===== config.mk =====
export PLATFORM = sky130hd
export DESIGN_NAME = lru_key_value_cache_flat
export DESIGN_NICKNAME = d
export VERILOG_FILES = /design/src/design/lkvc_pkg.sv /design/src/design/lkvc_ifs.sv /design/src/design/lkvc_cell.sv /design/src/design/lkvc_ctrl.sv /design/src/design/lru_key_value_cache.sv /design/src/flat_wrapper.sv
export SDC_FILE = /design/constraint.sdc
export NUM_CORES = 2
export LEC_CHECK = 0
export CORE_ASPECT_RATIO = 1.75
export CORE_MARGIN = 2
export CORE_UTILIZATION = 24
export CTS_CLUSTER_DIAMETER = 60
export CTS_CLUSTER_SIZE = 40
export DETAILED_ROUTE_END_ITERATION = 6
export DONT_BUFFER_PORTS = 1
export PLACE_DENSITY = 0.43
export SETUP_SLACK_MARGIN = 0.2
export SLEW_MARGIN = 20
export SYNTH_ARGS = -nofsm -noshare
export SYNTH_HDL_FRONTEND = slang
export SYNTH_HIERARCHICAL = 1
export SYNTH_SLANG_ARGS = --single-unit

===== constraint.sdc =====
create_clock -name clock -period 11.5 [get_ports clock]
set_clock_uncertainty 0.1 [all_clocks]
set_input_delay 0.575 -clock clock [delete_from_list [all_inputs] [get_ports clock]]
set_output_delay 0.575 -clock clock [all_outputs]
set_load 0.01 [all_outputs]

===== src/design/lkvc_pkg.sv =====
// lkvc_pkg: shared types and constants for the lru key-value cache
// used by the channel interfaces, the cell row, the controller and the top level
package lkvc_pkg;

   localparam int unsigned CAP_BITS = 5;
   localparam logic [CAP_BITS-1:0] CAP_RESET = 5'd16;

   typedef enum logic [1:0] {
      OP_GET  = 2'd0,
      OP_PUT  = 2'd1,
      OP_DEL  = 2'd2,
      OP_NONE = 2'd3
   } op_type;

   typedef enum logic [1:0] {
      ST_IDLE   = 2'b01,
      ST_UPDATE = 2'b10
   } state_type;

   // per-cycle command broadcast from the controller to every cell
   typedef struct packed {
      logic compare;
      logic touch;
      logic remove;
      logic insert;
      logic evict;
   } cell_cmd_type;

endpackage


===== src/design/lkvc_ifs.sv =====
// lkvc channel interfaces: request, response and capacity write channels
// depends on lkvc_pkg for the capacity width
interface lkvc_req_if #(
   parameter int unsigned KEY_BITS   = 32,
   parameter int unsigned VALUE_BITS = 64
);
   logic                  valid;
   logic                  ready;
   logic [1:0]            op;
   logic [KEY_BITS-1:0]   key;
   logic [VALUE_BITS-1:0] value;

   modport source (output valid, output op, output key, output value, input ready);
   modport sink   (input valid, input op, input key, input value, output ready);
endinterface

interface lkvc_rsp_if #(
   parameter int unsigned KEY_BITS   = 32,
   parameter int unsigned VALUE_BITS = 64
);
   logic                  valid;
   logic                  ready;
   logic                  hit;
   logic [VALUE_BITS-1:0] read_value;
   logic                  evicted;
   logic [KEY_BITS-1:0]   evicted_key;

   modport source (output valid, output hit, output read_value, output evicted,
                   output evicted_key, input ready);
   modport sink   (input valid, input hit, input read_value, input evicted,
                   input evicted_key, output ready);
endinterface

interface lkvc_csr_if;
   logic                          valid;
   logic                          ready;
   logic [lkvc_pkg::CAP_BITS-1:0] data;

   modport source (output valid, output data, input ready);
   modport sink   (input valid, input data, output ready);
endinterface


===== src/design/lkvc_cell.sv =====
// lkvc_cell: one slot of the recency-ordered entry row
// depends on lkvc_pkg; position in the row is the recency rank (first is most recent)
module lkvc_cell #(
   parameter int unsigned KEY_BITS   = 32,
   parameter int unsigned VALUE_BITS = 64
) (
   input  logic                       clock,
   input  logic                       reset,
   input  lkvc_pkg::cell_cmd_type     cmd,
   input  logic [KEY_BITS-1:0]        cmp_key,
   // neighbor toward the head (more recent)
   input  logic                       prev_valid,
   input  logic [KEY_BITS-1:0]        prev_key,
   input  logic [VALUE_BITS-1:0]      prev_value,
   // neighbor toward the tail (less recent)
   input  logic                       next_valid,
   input  logic [KEY_BITS-1:0]        next_key,
   input  logic [VALUE_BITS-1:0]      next_value,
   // chains running from tail to head
   input  logic                       after_in,
   output logic                       after_out,
   input  logic [VALUE_BITS-1:0]      rd_in,
   output logic [VALUE_BITS-1:0]      rd_out,
   input  logic [KEY_BITS-1:0]        lk_in,
   output logic [KEY_BITS-1:0]        lk_out,
   // own contents
   output logic                       valid,
   output logic [KEY_BITS-1:0]        key,
   output logic [VALUE_BITS-1:0]      value
);

   logic                  valid_ff, valid_in;
   logic                  match_ff, match_in;
   logic [KEY_BITS-1:0]   key_ff, key_in;
   logic [VALUE_BITS-1:0] value_ff, value_in;

   always_comb begin
      valid_in = valid_ff;
      key_in   = key_ff;
      value_in = value_ff;
      match_in = match_ff;
      if (cmd.compare) begin
         match_in = valid_ff && (key_ff == cmp_key);
      end
      if (cmd.touch && (match_ff || after_in)) begin
         // hit at or behind this cell: everything ahead of it moves back one
         valid_in = prev_valid;
         key_in   = prev_key;
         value_in = prev_value;
      end else if (cmd.remove && !after_in) begin
         // at or behind the removed item: close the gap
         valid_in = next_valid;
         key_in   = next_key;
         value_in = next_value;
      end else if (cmd.insert) begin
         // on eviction the last live item falls off as the row shifts
         valid_in = prev_valid && (!cmd.evict || valid_ff);
         key_in   = prev_key;
         value_in = prev_value;
      end
   end

   always_ff @(posedge clock) begin
      if (reset) begin
         valid_ff <= 1'b0;
         match_ff <= 1'b0;
      end else begin
         valid_ff <= valid_in;
         match_ff <= match_in;
      end
   end

   always_ff @(posedge clock) begin
      key_ff   <= key_in;
      value_ff <= value_in;
   end

   assign after_out = match_ff || after_in;
   assign rd_out    = rd_in | (match_ff ? value_ff : '0);
   assign lk_out    = lk_in | ((valid_ff && !next_valid) ? key_ff : '0);

   assign valid = valid_ff;
   assign key   = key_ff;
   assign value = value_ff;

endmodule


===== src/design/lkvc_ctrl.sv =====
// lkvc_ctrl: request sequencing, live count, capacity register and response register
// depends on lkvc_pkg and the lkvc channel interfaces
module lkvc_ctrl #(
   parameter int unsigned ENTRIES    = 16,
   parameter int unsigned KEY_BITS   = 32,
   parameter int unsigned VALUE_BITS = 64
) (
   input  logic                   clock,
   input  logic                   reset,
   lkvc_req_if.sink               req,
   lkvc_rsp_if.source             rsp,
   lkvc_csr_if.sink               csr,
   output lkvc_pkg::cell_cmd_type cmd,
   output logic [KEY_BITS-1:0]    cmp_key,
   output logic [KEY_BITS-1:0]    head_key,
   output logic [VALUE_BITS-1:0]  head_value,
   input  logic                   row_hit,
   input  logic [VALUE_BITS-1:0]  row_value,
   input  logic [KEY_BITS-1:0]    row_last_key
);

   localparam int unsigned CNT_BITS = $clog2(ENTRIES + 1);
   localparam int unsigned CMP_BITS =
      (CNT_BITS > lkvc_pkg::CAP_BITS) ? CNT_BITS : lkvc_pkg::CAP_BITS;

   lkvc_pkg::state_type state_ff, state_in;
   lkvc_pkg::op_type    op_ff;
   logic [KEY_BITS-1:0]   key_ff;
   logic [VALUE_BITS-1:0] value_ff;
   logic [CNT_BITS-1:0]   live_count_ff, live_count_in;
   logic [lkvc_pkg::CAP_BITS-1:0] cap_ff;

   logic                  rsp_valid_ff, rsp_valid_in;
   logic                  rsp_hit_ff;
   logic [VALUE_BITS-1:0] rsp_value_ff;
   logic                  rsp_evicted_ff;
   logic [KEY_BITS-1:0]   rsp_evicted_key_ff;

   logic accept, fire, full;
   logic is_get, is_put, is_del;
   logic [CMP_BITS-1:0] cap_eff;

   assign accept = req.valid && req.ready;
   assign fire   = (state_ff == lkvc_pkg::ST_UPDATE) && (!rsp_valid_ff || rsp.ready);

   assign is_get = (op_ff == lkvc_pkg::OP_GET);
   assign is_put = (op_ff == lkvc_pkg::OP_PUT);
   assign is_del = (op_ff == lkvc_pkg::OP_DEL);

   // zero capacity acts as one; above the pool the full row decides
   assign cap_eff = (cap_ff == '0) ? CMP_BITS'(1) : CMP_BITS'(cap_ff);
   assign full    = (live_count_ff == CNT_BITS'(ENTRIES)) ||
                    (CMP_BITS'(live_count_ff) >= cap_eff);

   always_comb begin
      cmd.compare = accept;
      cmd.touch   = fire && row_hit && (is_get || is_put);
      cmd.remove  = fire && row_hit && is_del;
      cmd.insert  = fire && !row_hit && is_put;
      cmd.evict   = fire && !row_hit && is_put && full;
   end

   assign cmp_key    = req.key;
   assign head_key   = key_ff;
   assign head_value = is_put ? value_ff : row_value;

   always_comb begin
      state_in = state_ff;
      unique case (state_ff)
         lkvc_pkg::ST_IDLE: begin
            if (accept) state_in = lkvc_pkg::ST_UPDATE;
         end
         lkvc_pkg::ST_UPDATE: begin
            if (fire) state_in = lkvc_pkg::ST_IDLE;
         end
         default: state_in = lkvc_pkg::ST_IDLE;
      endcase
   end

   always_comb begin
      live_count_in = live_count_ff;
      if (cmd.insert && !cmd.evict) begin
         live_count_in = live_count_ff + CNT_BITS'(1);
      end else if (cmd.remove) begin
         live_count_in = live_count_ff - CNT_BITS'(1);
      end
   end

   always_comb begin
      rsp_valid_in = rsp_valid_ff;
      if (fire) begin
         rsp_valid_in = 1'b1;
      end else if (rsp.ready) begin
         rsp_valid_in = 1'b0;
      end
   end

   always_ff @(posedge clock) begin
      if (reset) begin
         state_ff      <= lkvc_pkg::ST_IDLE;
         live_count_ff <= '0;
         cap_ff        <= lkvc_pkg::CAP_RESET;
         rsp_valid_ff  <= 1'b0;
      end else begin
         state_ff      <= state_in;
         live_count_ff <= live_count_in;
         rsp_valid_ff  <= rsp_valid_in;
         if (csr.valid) begin
            cap_ff <= csr.data;
         end
      end
   end

   always_ff @(posedge clock) begin
      if (accept) begin
         op_ff    <= lkvc_pkg::op_type'(req.op);
         key_ff   <= req.key;
         value_ff <= req.value;
      end
      if (fire) begin
         rsp_hit_ff         <= row_hit && (op_ff != lkvc_pkg::OP_NONE);
         rsp_value_ff       <= (is_get && row_hit) ? row_value : '0;
         rsp_evicted_ff     <= cmd.evict;
         rsp_evicted_key_ff <= cmd.evict ? row_last_key : '0;
      end
   end

   assign req.ready       = (state_ff == lkvc_pkg::ST_IDLE);
   assign csr.ready       = 1'b1;
   assign rsp.valid       = rsp_valid_ff;
   assign rsp.hit         = rsp_hit_ff;
   assign rsp.read_value  = rsp_value_ff;
   assign rsp.evicted     = rsp_evicted_ff;
   assign rsp.evicted_key = rsp_evicted_key_ff;

`ifndef NO_ASSERTIONS
   a_count_range: assert property (@(posedge clock) disable iff (reset)
      live_count_ff <= CNT_BITS'(ENTRIES))
      else $error("live count above pool size");

   a_one_cmd: assert property (@(posedge clock) disable iff (reset)
      $onehot0({cmd.touch, cmd.remove, cmd.insert}))
      else $error("more than one row command at once");

   a_evict_keeps_count: assert property (@(posedge clock) disable iff (reset)
      cmd.evict |=> $stable(live_count_ff))
      else $error("eviction with insert changed the live count");

   a_accept_then_update: assert property (@(posedge clock) disable iff (reset)
      accept |=> (state_ff == lkvc_pkg::ST_UPDATE))
      else $error("accepted item did not enter update");

   a_evict_not_hit: assert property (@(posedge clock) disable iff (reset)
      fire |=> !(rsp_evicted_ff && rsp_hit_ff))
      else $error("response reports both hit and eviction");
`endif

endmodule


===== src/design/lru_key_value_cache.sv =====
// lru_key_value_cache: top level, a row of recency-ordered cells plus controller
// the key compare runs in the accept cycle and the row shift in the update state;
//   the response is registered as the row shifts
// items do not overlap: the next accept waits until the last item leaves update;
//   a response left waiting holds the item in update and blocks the next accept
// reset: synchronous active high; empties the row, clears the live count,
//   sets capacity to 16 and drops any pending response
module lru_key_value_cache #(
   parameter int unsigned ENTRIES    = 16,
   parameter int unsigned KEY_BITS   = 32,
   parameter int unsigned VALUE_BITS = 64
) (
   input  logic       clock,
   input  logic       reset,
   lkvc_req_if.sink   req,
   lkvc_rsp_if.source rsp,
   lkvc_csr_if.sink   csr
);

   lkvc_pkg::cell_cmd_type cmd;
   logic [KEY_BITS-1:0]    cmp_key;
   logic [KEY_BITS-1:0]    head_key;
   logic [VALUE_BITS-1:0]  head_value;

   // slot 0 is the incoming head entry, slots 1..ENTRIES the cells, last slot is empty
   logic                  s_valid [ENTRIES+2];
   logic [KEY_BITS-1:0]   s_key   [ENTRIES+2];
   logic [VALUE_BITS-1:0] s_value [ENTRIES+2];

   logic                  after [ENTRIES+1];
   logic [VALUE_BITS-1:0] rd    [ENTRIES+1];
   logic [KEY_BITS-1:0]   lk    [ENTRIES+1];

   assign s_valid[0] = 1'b1;
   assign s_key[0]   = head_key;
   assign s_value[0] = head_value;

   assign s_valid[ENTRIES+1] = 1'b0;
   assign s_key[ENTRIES+1]   = '0;
   assign s_value[ENTRIES+1] = '0;

   assign after[ENTRIES] = 1'b0;
   assign rd[ENTRIES]    = '0;
   assign lk[ENTRIES]    = '0;

   for (genvar i = 0; i < ENTRIES; i++) begin : g_cell
      lkvc_cell #(
         .KEY_BITS   (KEY_BITS),
         .VALUE_BITS (VALUE_BITS)
      ) u_cell (
         .clock      (clock),
         .reset      (reset),
         .cmd        (cmd),
         .cmp_key    (cmp_key),
         .prev_valid (s_valid[i]),
         .prev_key   (s_key[i]),
         .prev_value (s_value[i]),
         .next_valid (s_valid[i+2]),
         .next_key   (s_key[i+2]),
         .next_value (s_value[i+2]),
         .after_in   (after[i+1]),
         .after_out  (after[i]),
         .rd_in      (rd[i+1]),
         .rd_out     (rd[i]),
         .lk_in      (lk[i+1]),
         .lk_out     (lk[i]),
         .valid      (s_valid[i+1]),
         .key        (s_key[i+1]),
         .value      (s_value[i+1])
      );
   end

   lkvc_ctrl #(
      .ENTRIES    (ENTRIES),
      .KEY_BITS   (KEY_BITS),
      .VALUE_BITS (VALUE_BITS)
   ) u_ctrl (
      .clock        (clock),
      .reset        (reset),
      .req          (req),
      .rsp          (rsp),
      .csr          (csr),
      .cmd          (cmd),
      .cmp_key      (cmp_key),
      .head_key     (head_key),
      .head_value   (head_value),
      .row_hit      (after[0]),
      .row_value    (rd[0]),
      .row_last_key (lk[0])
   );

endmodule


===== src/flat_wrapper.sv =====
// flat-port wrapper written by rule: the top's interface ports become plain ports
module lru_key_value_cache_flat 
#(
   parameter int unsigned ENTRIES    = 16,
   parameter int unsigned KEY_BITS   = 32,
   parameter int unsigned VALUE_BITS = 64
)
  (clock, reset, req_valid, req_op, req_key, req_value, req_ready, rsp_valid, rsp_hit, rsp_read_value, rsp_evicted, rsp_evicted_key, rsp_ready, csr_valid, csr_data, csr_ready);
  lkvc_req_if #(.KEY_BITS(KEY_BITS), .VALUE_BITS(VALUE_BITS)) req_i ();
  lkvc_rsp_if #(.KEY_BITS(KEY_BITS), .VALUE_BITS(VALUE_BITS)) rsp_i ();
  lkvc_csr_if csr_i ();
  input  logic clock;
  input  logic reset;
  input wire logic [$bits(req_i.valid)-1:0] req_valid;
  input wire logic [$bits(req_i.op)-1:0] req_op;
  input wire logic [$bits(req_i.key)-1:0] req_key;
  input wire logic [$bits(req_i.value)-1:0] req_value;
  output wire logic [$bits(req_i.ready)-1:0] req_ready;
  output wire logic [$bits(rsp_i.valid)-1:0] rsp_valid;
  output wire logic [$bits(rsp_i.hit)-1:0] rsp_hit;
  output wire logic [$bits(rsp_i.read_value)-1:0] rsp_read_value;
  output wire logic [$bits(rsp_i.evicted)-1:0] rsp_evicted;
  output wire logic [$bits(rsp_i.evicted_key)-1:0] rsp_evicted_key;
  input wire logic [$bits(rsp_i.ready)-1:0] rsp_ready;
  input wire logic [$bits(csr_i.valid)-1:0] csr_valid;
  input wire logic [$bits(csr_i.data)-1:0] csr_data;
  output wire logic [$bits(csr_i.ready)-1:0] csr_ready;
  assign req_i.valid = req_valid;
  assign req_i.op = req_op;
  assign req_i.key = req_key;
  assign req_i.value = req_value;
  assign req_ready = req_i.ready;
  assign rsp_valid = rsp_i.valid;
  assign rsp_hit = rsp_i.hit;
  assign rsp_read_value = rsp_i.read_value;
  assign rsp_evicted = rsp_i.evicted;
  assign rsp_evicted_key = rsp_i.evicted_key;
  assign rsp_i.ready = rsp_ready;
  assign csr_i.valid = csr_valid;
  assign csr_i.data = csr_data;
  assign csr_ready = csr_i.ready;
  lru_key_value_cache #(.ENTRIES(ENTRIES), .KEY_BITS(KEY_BITS), .VALUE_BITS(VALUE_BITS)) u_core (.clock(clock), .reset(reset), .req(req_i), .rsp(rsp_i), .csr(csr_i));
endmodule

* Word level (Yosys, flattened, before mapping) *
Index checks and enable logic that the tools add are counted.
Widths: inputs -> output; s select.

cells by class
  add/subtract/negate cells = 2
  equal/unequal tests = 24
  reduce and logical (&&, ||, !) cells = 176
  mux-type cells = 185
  bitwise operators = 30
  $lt $le $gt $ge = 1

operators by type and width
  cell                 number
  $mux 64              65
  $mux 32              64
  $or 64x64->64        15
  $eq 32x32->1         16
  $or 32x32->32        15
  $logic_and 1x1->1    88
  $mux 1               50
  $reduce_bool 3->1    16
  $logic_or 1x1->1     34
  $logic_not 1->1      33
  $mux 5               3
  $add 5x1->5 const B  1
  $eq 5x5->1 const B   1
  $ge 5x5->1           1
  $logic_not 5->1      1
  $sub 5x1->5 const B  1
  $eq 2x1->1 const B   2
  $eq 2x2->1 const B   2
  $mux 2               2
  $ne 2x2->1 const B   2
  $pmux 2 s2           1
  $reduce_bool 2->1    2
  $logic_not 2->1      1
  $ne 2x1->1 const B   1
  $reduce_and 2->1     1

storage, ports and cells
  register bits after elaboration = 1,777
  word-level logic and storage cells = 493

* Depth between registers and ports, before layout *
  word-level depth = 25
  depth in mapped cells = 25
  gate-level depth less buffers = 25

* Modules after synthesis *
Netlist, hierarchy kept.

modules (own cells, without submodules)
  module               sequential area each (um2)  area an instance (um2)  times used  cells an instance
  lkvc_cell            2,922.8                     5,462.7                 16          371
  lkvc_ctrl            6,145.9                     8,340.5                 1           503
  lru_key_value_cache  0.0                         7.5                     1           2

* Worst setup path after synthesis *
No wires, ideal clock.

  kind = reg2reg
  from = reg u_core.g_cell[15].u_cell.match_ff
  to = reg u_core.g_cell[0].u_cell.key_ff[0] (enable)
  cell stages (with the launch flop) = 21
  setup time = 0.449 ns
  clock period less this slack = 8.240 ns
  path buffers = 0
  arrival = 7.691 ns
  setup slack = 3.260 ns
  required time = 10.951 ns
  cell sequence = dfxtp_1 -> or2_1 -> or2_1 -> or2_1 -> or2_1 -> or2_1 -> or2_1 -> or2_1 -> or2_1 -> or2_1 -> or2_1 -> or2_1 -> or2_1 -> or2_1 -> or2_1 -> or2_1 -> or2_1 -> or4b_4 -> inv_1 -> nor3_2 -> inv_1

RTL lines
  item                    line             text
  from (decl)             lkvc_cell.sv:33  logic match_ff, match_in;
  from (signal assigned)  lkvc_cell.sv:69  match_ff <= match_in;
  to (signal assigned)    lkvc_cell.sv:74  key_ff <= key_in;
  to (decl)               lkvc_cell.sv:34  logic [KEY_BITS-1:0] key_ff, key_in;

==> impl_metrics.yaml <==
placement:
  io_buffers: 0
  preCtsSetupSlack_ns: 3.24
  post-dp-hpwl_um: 201000
  dp.cells: 11600
  gp_congestion: 0.779
pwr:
  pwr-share-seq_pct: 54.6
  p_total_mw: 13.1
  p_per_area_mw_per_mm2: 121
  internal-power_mw: 10.1
  ir_worst_vdd_mv: 0.111
  p_comb_share_pct: 4.9
  leakage_nw: 44.3
  clkPwrFrac_pct: 40.6
  power.switching_mw: 3.00
  sw_frac_of_total_pct: 23.0
status:
  status: "finished clean"
setup_path:
  crit_arrival_ns: 8.69
  crit_type: "reg -> reg"
  crit_fanout: 45
  rr_endpoint: "u_core/g_cell[15].u_cell/value[57]"
  rr_worst_depth: 22
  cp.required_ns: 11.91
  crit_path_start_kind: "flop"
  worstSetupEndpoint: "u_core/g_cell[15].u_cell/value[57]"
  cp-startpoint: "u_core/g_cell[15].u_cell/match_ff"
  critPathCaptureType: "flop"
  regToRegSetupSlack_ns: 3.22
  r2r_start: "u_core/g_cell[15].u_cell/match_ff"
job:
  drv_cap: 0
synthesis:
  synth_cell_type_count: 44
  ys_warn_count: 6
  synth_edf_count: 1732
  synth_top_area_share_pct: 54.3
  async_reset_ff_share_pct: 0
  yosysTopAreaCell: "edfxtp_1"
  synth_flop_cell: "edfxtp_1"
  ys_ff_latch: 1777
  synthTopCellsByCount: "1732 x edfxtp_1, 1538 x a21o_1, 976 x mux2_2"
  synth_area_sq_mm: 0.0958
  avgSynthCellArea_sq_um: 14.9
  yosysMostFrequentCell: "edfxtp_1"
  synthCells: 6441
  yosys-top-cells-area: "edfxtp_1 54%, a21o_1 12%, mux2_2 11%"
  ys_seq_area_share_pct: 55.3
clock_tree:
  post_cts.repair.setup_buffers: 0
  post_cts_resized: 0
  numCtsBuffers: 138
  clkLatencyLatePin_ns: 0.85
  htreeDepth: 4
  clkTransAtPathRegs_ns: 0.09
  cts_hold_buf: 118
  clk_path_buf_depth: 4
  cts_tree: "built"
  clock_sinks: 1777
  cts_root_buf: "clkbuf_16"
timing:
  tightest_slew_ns: 1.14
  setup_tns_ns: 0
  drv_slew: 0
  hold_violations: 0
  fin_crit_ns: 8.28
  slew_headroom_pct: 24.3
  rsz0062_at_grt: "no"
  fmaxAchievable_mhz: 121
  setup_viol: 0
  worst_slack_ns: 3.22
  worst_hold_slack_ns: 0.0226
  final.period_utilization_pct: 72.0
routing:
  vias: 54800
  routedWlPerCell_um: 24.5
  dr.pass1.iters: 7
  drc: 0
  vias_per_cell: 4.59
  ant_nets: 0
  finalWirelength_um: 293000
  dr.first_iter.drc_count: 3722
min_path:
  hold_path.class: "in -> reg"
  worstHoldStart: "reset"
floorplanning:
  dieArea_sq_mm: 0.404
  coreArea_sq_mm: 0.397
  die_h_um: 840
  start_util_pct: 24.1
  pin_count: 209
  fp.dieW_um: 481
  core.rowCount: 306
grt:
  overflow: 0
  antenna_found_initial: 25
  grt_pass1_vias: 57100
  grt_pass1_wl_um: 425000
  grt_max_degree: 74
  track_usage_pct: 14.0
finish:
  drive_gt1_share_pct: 30.5
  fin_nets: 6728
  synthToLayoutAreaGrowth_pct: 12.5
  stdcell_count: 12000
  fillers: 40300
power by group through the flow:
stage	Combinational (mW)	Sequential (mW)	Clock, mW
global placement	0.587	7.28	0
finish	0.637	7.13	5.30
floorplan	0.477	7.26	0
global route	0.691	7.14	5.70
CTS	0.643	7.13	5.54
detailed placement	0.589	7.28	0
worst min path at each step:
stage,to,cells past startpoint
4_1_cts,u_core/g_cell[10].u_cell/match_ff,3
5_1_grt,u_core/g_cell[9].u_cell/match_ff,3
2_1_floorplan,u_core/u_ctrl/cap_ff[1],2
3_3_place_gp,u_core/u_ctrl/cap_ff[1],2
3_5_place_dp,u_core/u_ctrl/cap_ff[3],2
6_report,u_core/g_cell[10].u_cell/match_ff,3
sequential cells by signal, summed over array words and instances (netlist names):
name and flops:
u_core/u_ctrl/rsp.evicted 1, u_core/u_ctrl/value_ff 64, u_core/u_ctrl/op_ff 2, u_core/u_ctrl/rsp.read_value 64
u_core/g_cell.u_cell/valid 16, u_core/u_ctrl/rsp.evicted_key 32, u_core/g_cell.u_cell/key 512, u_core/g_cell.u_cell/value 1024
u_core/u_ctrl/rsp.valid 1, u_core/u_ctrl/cap_ff 5, u_core/u_ctrl/rsp.hit 1, u_core/u_ctrl/state_ff 2
u_core/u_ctrl/live_count_ff 5, u_core/g_cell.u_cell/match_ff 16, u_core/u_ctrl/head_key 32
layout make-up:
cell class | instances | area [sq um] | area share [%]
clock buffer | 154 | 3580 | 3.32
sequential | 1777 | 52900 | 49.2
inverter | 28 | 153 | 0.142
tap | 5236 | 6550 | 6.08
multi-input combinational | 4443 | 41300 | 38.3
timing repair buffer | 223 | 2140 | 1.99
clock inverter | 79 | 1030 | 0.955
antenna | 10 | 25.0 | 0.0232
kinds of logic (layout without fill, tap and decap cells):
family / Yosys count / in the layout / share of synthesized area, %
flip-flops: 1777 / 1777 / 55.3
AO/OA/AOI/OAI: 1623 / 1623 / 12.6
multiplexers: 1620 / 1620 / 21.6
XOR/XNOR: 514 / 514 / 4.70
AND/OR/NAND/NOR: 479 / 479 / 3.11
buffers and inverters: 416 / 484 / 2.66
adder cells (fa/ha/maj): 9 / 9 / 0.125
other: 3 / 208 / 0.0118
cells in the final DEF, fill, tap and decap left out, types with 22 or more instances in the layout:
cell type | Yosys | layout
a21o_1 | 1538 | 1538
a21oi_1 | 23 | 23
and2_1 | 113 | 112
buf_4 | 34 | 95
clkbuf_16 | 0 | 141
conb_1 | 3 | 198
dfxtp_1 | 45 | 29
dlygate4sd3_1 | 0 | 114
edfxtp_1 | 1732 | 1732
mux2_2 | 976 | 976
mux2_4 | 640 | 640
nand2_1 | 52 | 52
nand4_1 | 96 | 96
nor2_1 | 25 | 22
nor4_1 | 65 | 65
o21ai_0 | 37 | 37
xnor2_1 | 370 | 370
xor2_1 | 144 | 144
per-layer routing:
layer	wire length, um	global-route usage (%)
met1	138000	19.7
met2	136000	23.0
met3	12500	1.71
met4	5370	2.95
met5	0	0
through the flow:
step	area [sq um]	util, %
2_1_floorplan	96500	-
3_3_place_gp	102000	25.6
3_5_place_dp	102000	25.6
4_1_cts	108000	27.1
5_1_grt	108000	27.1
6_report	108000	27.1
critical path, stage by stage, from the launching register on:
cell and delay, ns:
dfxtp_2 0.33, or2_1 0.29, or2_1 0.30, or2_1 0.30
or2_1 0.29, or2_1 0.29, or2_1 0.30, or2_1 0.28
or2_1 0.29, or2_1 0.29, or2_1 0.33, or2_1 0.30
or2_1 0.29, or2_1 0.29, or2_1 0.28, or2_1 0.29
or2_1 0.29, or4b_4 0.60, inv_1 0.58, buf_4 0.33
nor3_2 0.09, inv_4 0.57, buf_4 0.52
Note: power is estimated with default switching activity, not from simulation.
